===== src/rtl/cdq_pkg.sv =====
// ----------------------------------------------------------------------------
// cdq_pkg
// Shared types and codes for the circular deque block: command codes,
// controller states and the controller-to-datapath command group.
// ----------------------------------------------------------------------------
package cdq_pkg;

   // Field widths of the transaction payloads
   localparam int CMD_BITS  = 3;
   localparam int DATA_BITS = 32;
   localparam int POS_BITS  = 8;
   localparam int SLOT_BITS = 8;
   localparam int OCC_BITS  = 9;
   localparam int CAP_BITS  = 9;

   localparam int REQ_BITS  = CMD_BITS + DATA_BITS + POS_BITS;
   localparam int REQ_BYTES = (REQ_BITS + 7) / 8;
   localparam int RSP_BITS  = 1 + SLOT_BITS + DATA_BITS + OCC_BITS;
   localparam int RSP_BYTES = (RSP_BITS + 7) / 8;

   localparam int RESET_CAPACITY = 256;

   typedef enum logic [CMD_BITS-1:0] {
      CMD_PUSH_BACK  = 3'd0,
      CMD_PUSH_FRONT = 3'd1,
      CMD_POP_FRONT  = 3'd2,
      CMD_POP_BACK   = 3'd3,
      CMD_PEEK       = 3'd4,
      CMD_CLEAR      = 3'd5
   } cmd_type;

   typedef enum logic [1:0] {
      ST_IDLE = 2'd0,
      ST_EXEC = 2'd1,
      ST_LOAD = 2'd2
   } state_type;

   // Strobes from the controller to the datapath
   typedef struct packed {
      logic capture;   // latch the accepted request
      logic execute;   // update pointers, access the ring memory
      logic load;      // move the result into the output register
   } ctl_type;

endpackage


===== src/rtl/cdq_ctrl.sv =====
// ----------------------------------------------------------------------------
// cdq_ctrl
// Controller: sequences one command at a time through capture, execute and
// result load, and owns the request and response handshakes.
// ----------------------------------------------------------------------------
module cdq_ctrl
   import cdq_pkg::*;
(
   input  logic    clock,
   input  logic    reset,
   input  logic    req_tvalid,
   output logic    req_tready,
   output logic    rsp_tvalid,
   input  logic    rsp_tready,
   output ctl_type ctl
);

   state_type state_ff, state_in;
   logic      rsp_valid_ff, rsp_valid_in;

   always_ff @(posedge clock) begin
      if (reset) begin
         state_ff     <= ST_IDLE;
         rsp_valid_ff <= 1'b0;
      end else begin
         state_ff     <= state_in;
         rsp_valid_ff <= rsp_valid_in;
      end
   end

   always_comb begin
      state_in     = state_ff;
      rsp_valid_in = rsp_valid_ff && !rsp_tready;
      req_tready   = 1'b0;
      ctl          = '0;
      unique case (state_ff)
         ST_IDLE: begin
            req_tready = 1'b1;
            if (req_tvalid) begin
               ctl.capture = 1'b1;
               state_in    = ST_EXEC;
            end
         end
         ST_EXEC: begin
            ctl.execute = 1'b1;
            state_in    = ST_LOAD;
         end
         ST_LOAD: begin
            // wait until the output register is free or being drained
            if (!rsp_valid_ff || rsp_tready) begin
               ctl.load     = 1'b1;
               rsp_valid_in = 1'b1;
               state_in     = ST_IDLE;
            end
         end
         default: state_in = ST_IDLE;
      endcase
   end

   assign rsp_tvalid = rsp_valid_ff;

endmodule


===== config.mk =====
export PLATFORM = sky130hd
export DESIGN_NAME = cdq_ctrl
export DESIGN_NICKNAME = d
export VERILOG_FILES = /design/src/rtl/cdq_pkg.sv /design/src/rtl/cdq_ctrl.sv
export SDC_FILE = /design/constraint.sdc
export NUM_CORES = 1
export LEC_CHECK = 0
export ABC_AREA = 1
export BUFFER_PORTS_ARGS = -buffer_cell sky130_fd_sc_hd__buf_2
export CAP_MARGIN = 0
export CELL_PAD_IN_SITES_DETAIL_PLACEMENT = 1
export CELL_PAD_IN_SITES_GLOBAL_PLACEMENT = 1
export CORE_AREA = 2 2 39 41
export DETAILED_ROUTE_END_ITERATION = 7
export DIE_AREA = 0 0 41 43
export PLACE_DENSITY_LB_ADDON = 0.1
export SETUP_SLACK_MARGIN = 0.1
export SLEW_MARGIN = 20
export SYNTH_ARGS = -nofsm -noshare
export SYNTH_HDL_FRONTEND = slang
export SYNTH_SLANG_ARGS = --single-unit
export TNS_END_PERCENT = 1

===== constraint.sdc =====
create_clock -name clock -period 0.8 [get_ports clock]
set_input_delay 0.08 -clock clock [delete_from_list [all_inputs] [get_ports clock]]
set_output_delay 0.08 -clock clock [all_outputs]
set_load 0.01 [all_outputs]

Word-level counts from Yosys, hierarchy flattened
Cells that the tools add are included.

storage, ports and cells
  bits in registers = 3
  input bits = 4
  output and inout bits = 5
  logic and storage cells = 23

operators by class
  equality and inequality tests = 4
  muxes and demuxes = 11
  reduce and logical (&&, ||, !) cells = 6

operators with widths
  operator            number
  $mux 1              8
  $pmux 2 s3          1
  $mux 2              2
  $ne 2x2->1 const B  2
  $eq 2x1->1 const B  1
  $eq 2x2->1 const B  1
  $logic_not 1->1     2
  $logic_not 2->1     1
  $reduce_and 2->1    1
  $logic_and 1x1->1   1
  $logic_or 1x1->1    1

Logic depth before layout (Yosys ltp)
  depth after elaboration = 4
  mapped depth = 4
  gate-level depth less buffers = 4

Worst setup path after synthesis
No wires, ideal clock.

  path kind = register to output
  start point = register rsp_valid_ff, in the netlist rsp_tvalid
  end point = output ctl[0] in the netlist's numbering
  arrival time = 0.709 ns
  data required time = 0.720 ns
  path slack = 0.011 ns
  stages on the path, launching flop included = 4
  path buffers = 0
  cell sequence = dfxtp_1 -> inv_1 -> nor2_4 -> nor3_1

RTL lines
  item                    line            text
  start, declared         cdq_ctrl.sv:19  logic rsp_valid_ff, rsp_valid_in;
  start signal, assigned  cdq_ctrl.sv:27  rsp_valid_ff <= rsp_valid_in;
  end, declared           cdq_ctrl.sv:15  output ctl_type ctl

==> insert_results.sql <==
INSERT INTO impl_metrics (metric_group, metric, value, unit) VALUES
('outcome', 'outcome', 'complete, but fails checks', ''),
('outcome', 'violations', 'negative setup slack', ''),
('global_routing', 'groute.usage.overall', '0.06426', ''),
('worst_setup_path', 'timing.critical_path.to_type', 'output pin', ''),
('timing', 'worst_case_setup_margin_in_the_final_layout', '-0.1837', 'ns'),
('synthesis', 'area_of_the_mapped_netlist', '148.9', 'µm²'),
('floorplanning', 'floorplan.initialDensity', '0.1076', ''),
('drt', 'number_of_drc_violations_after_detailed_routing_iteration_0', '0', ''),
('global_routing', 'antenna_found_initial', '0', ''),
('drt', 'drt.antenna.violating_nets', '0', ''),
('floorplanning', 'die_width', '41', 'µm'),
('synthesis', 'synth_simple_gate_area_share', '0.3193', ''),
('cts', 'cts_tree', 'built', ''),
('drt', 'detail_route.drc_violations', '0', ''),
('final_layout', 'final_area', '265.3', 'µm²'),
('final_layout', 'area_growth_syn_to_layout', '78.15', '%'),
('timing', 'timing.setup.tns', '-0.6491', 'ns'),
('drt', 'via_count', '158', ''),
('job', 'maxCapViolCount', '0', ''),
('timing', 'unrepaired_setup_endpoints_after_global_routing', 'yes', ''),
('min_path', 'holdCritPathClass', 'in2reg', ''),
('floorplanning', 'core-area', '1384', 'µm²'),
('timing', 'hold_violations', '0', ''),
('floorplanning', 'design.die.area', '1763', 'µm²'),
('power', 'p_leak', '0.1227', 'nW'),
('final_layout', 'insertedDiodeCount', '0', ''),
('synthesis', 'synth_compound_area_frac', '0.1261', ''),
('synthesis', 'synth_fp_nets', '23', ''),
('timing', 'layout_min_cycle_time', '0.9837', 'ns'),
('timing', 'timing.final.setup_violations', '4', ''),
('worst_setup_path', 'crit_path_max_fanout', '4', ''),
('timing', 'max_clock_freq', '1017', 'MHz'),
('cts', 'path_clk_slew', '0.04', 'ns'),
('power', 'peakVddDrop', '0.3843', 'mV'),
('final_layout', 'nets', '36', ''),
('synthesis', 'main_combinational_cell_family_by_area_after_synthesis', 'simple AND/OR/NAND/NOR gates', ''),
('final_layout', 'drive_above_1_share', '0.8387', ''),
('timing', 'timing.final.max_slew_violations', '0', ''),
('cts', 'cts.path.max_buffers', '2', ''),
('worst_setup_path', 'crit_arrival', '0.90', 'ns'),
('synthesis', 'synthMuxAreaShare', '0', ''),
('drt', 'routed_wl', '344', 'µm'),
('global_routing', 'grt_max_degree', '5', ''),
('global_routing', 'wire_length_of_the_first_global_routing_pass', '614', 'µm'),
('final_layout', 'finalNonFillerCells', '47', ''),
('cts', 'clock_insertion_delay_worst_skew', '0.23', 'ns'),
('cts', 'clock_tree.htree_level_count', '1', ''),
('placed_design', 'placement.io_buffers', '8', ''),
('timing', 'worst_pin_slew', '0.1070', 'ns'),
('drt', 'post_detailed_route_via_to_cell_ratio', '3.362', ''),
('cts', 'num_cts_buffers', '3', ''),
('placed_design', 'finalWeightedCongestion', '0.6533', ''),
('synthesis', 'post_synth_num_cell_types', '11', ''),
('global_routing', 'globalRoute.totalOverflow', '0', ''),
('drt', 'detail_route.wl_per_cell', '7.319', 'µm'),
('synthesis', 'postSynthCellCount', '19', ''),
('floorplanning', 'placement_rows', '14', ''),
('synthesis', 'synth.ff_latch_count', '3', ''),
('synthesis', 'fraction_of_synthesized_cell_area_in_xor_and_xnor_cells', '0', ''),
('timing', 'worst_clock_skew', '0.0004017', 'ns'),
('synthesis', 'synth.avg_cell_area', '7.836', 'µm²'),
('cts', 'cts.sinks', '3', ''),
('synthesis', 'synth_adder_area_share', '0', ''),
('placed_design', 'post-dp-hpwl', '272.1', 'µm'),
('worst_setup_path', 'worstPathRequired', '0.72', 'ns'),
('worst_setup_path', 'critical_path.startpoint_type', 'register', ''),
('synthesis', 'yosysSeqAreaShare', '0.4034', ''),
('cts', 'clk_root_buffer_cell', 'sky130_fd_sc_hd__clkbuf_4', ''),
('power', 'powerDensity', '1916', 'nW/µm²'),
('cts', 'ctsHoldBuffers', '0', ''),
('placed_design', 'placedCellCount', '43', ''),
('timing', 'relSlewSlack', '0.9283', ''),
('placed_design', 'postPlaceCellArea', '214.0', 'µm²'),
('floorplanning', 'floorplan.die.height', '43', 'µm'),
('timing', 'whs', '0.04316', 'ns'),
('worst_setup_path', 'timing.setup.critical_path_class', 'reg2out', ''),
('synthesis', 'synth.yosys.warnings', '0', ''),
('timing', 'period_share', '1.230', ''),
('floorplanning', 'boundaryPins', '9', ''),
('drt', 'firstDrtPassIters', '1', ''),
('global_routing', 'first_global_vias', '140', '');
[state kept, by name (all words and copies together), names as in the netlist]
name / count
rsp_tvalid: 1
state_ff: 2
[worst max-delay path, cell delays in order, from the launching register on]
cell and delay [ns]:
sky130_fd_sc_hd__dfxtp_2 0.32, sky130_fd_sc_hd__inv_4 0.08, sky130_fd_sc_hd__nand2_4 0.06, sky130_fd_sc_hd__nor2_2 0.09, sky130_fd_sc_hd__buf_2 0.12
[worst paths after layout]
| path | from | to | slack [ns] | cells past startpoint |
|---|---|---|---|---|
| setup / recovery | state_ff[1] | ctl[2] | -0.18 | 4 |
| hold / removal | reset | state_ff[1] | 0.04 | 2 |
| setup reg to reg | state_ff[1] | rsp_tvalid | 0.07 | 3 |
| hold reg to reg | state_ff[0] | state_ff[1] | 0.51 | 2 |
[synthesized netlist by cell type]
cell type	number	share of area
sky130_fd_sc_hd__nor2_2	1	0.042
sky130_fd_sc_hd__o21ba_2	1	0.067
sky130_fd_sc_hd__dfxtp_1	3	0.40
sky130_fd_sc_hd__inv_1	5	0.13
sky130_fd_sc_hd__a21oi_2	1	0.059
sky130_fd_sc_hd__nor3_2	1	0.067
sky130_fd_sc_hd__inv_2	1	0.025
sky130_fd_sc_hd__nor2_1	1	0.025
sky130_fd_sc_hd__nand2_1	3	0.076
sky130_fd_sc_hd__nor3_1	1	0.034
sky130_fd_sc_hd__nor2_4	1	0.076
[per-stage QoR]
stage	setup slack [ns]	util	power, mW
finish	-0.1837	0.1917	0.5081
global route	-0.2326	0.1917	0.5522
CTS	-0.1970	0.1817	0.5149
detailed placement	-0.009616	0.1546	0.2320
global placement	-0.008616	0.1546	0.2316
floorplan	0.04665	-	0.2021
[metal layers]
layer / global-route usage / share of wire
met1: 0.06752 / 0.42
met2: 0.05938 / 0.36
met3: 0.01571 / 0.11
met4: 0.1400 / 0.11
met5: 0 / 0
[cell usage in the layout (no fill, tap or decap), types with 2 or more instances in the layout]
| master | Yosys | layout |
|---|---|---|
| sky130_fd_sc_hd__buf_2 | 0 | 7 |
| sky130_fd_sc_hd__clkbuf_4 | 0 | 3 |
| sky130_fd_sc_hd__dfxtp_2 | 0 | 3 |
| sky130_fd_sc_hd__inv_1 | 5 | 3 |
| sky130_fd_sc_hd__inv_2 | 1 | 2 |
| sky130_fd_sc_hd__nor2_2 | 1 | 2 |
| sky130_fd_sc_hd__nor3_2 | 1 | 2 |
[cells by family after synthesis]
logic type	count (synthesis)
AO/OA/AOI/OAI	2
buffers and inverters	6
flip-flops	3
AND/OR/NAND/NOR	8
[power breakdown]
group / total [mW] / internal (mW) / switching, mW
logic: 0.0757 / 0.0344 / 0.0413
clock network: 0.265 / 0.187 / 0.0785
registers: 0.167 / 0.159 / 0.00799
total: 0.508 / 0.380 / 0.128
[area by class of cell]
class / instances / area [µm²]
clock buffers: 4 / 26.28
inverters: 6 / 25.02
multi-input cells: 10 / 83.83
repair buffers: 8 / 46.29
fillers: 171 / 1119
well taps: 16 / 20.02
flip-flops and latches: 3 / 63.81
[repair_timing]
action / in CTS / in global routing
setup buffers: 0 / 0
gates resized for setup: 6 / 5
endpoints found under the setup margin: 8 / 7
pin swaps: 1 / 2
hold endpoints to repair: 0 / 0
(Power assumes the default switching activity.)
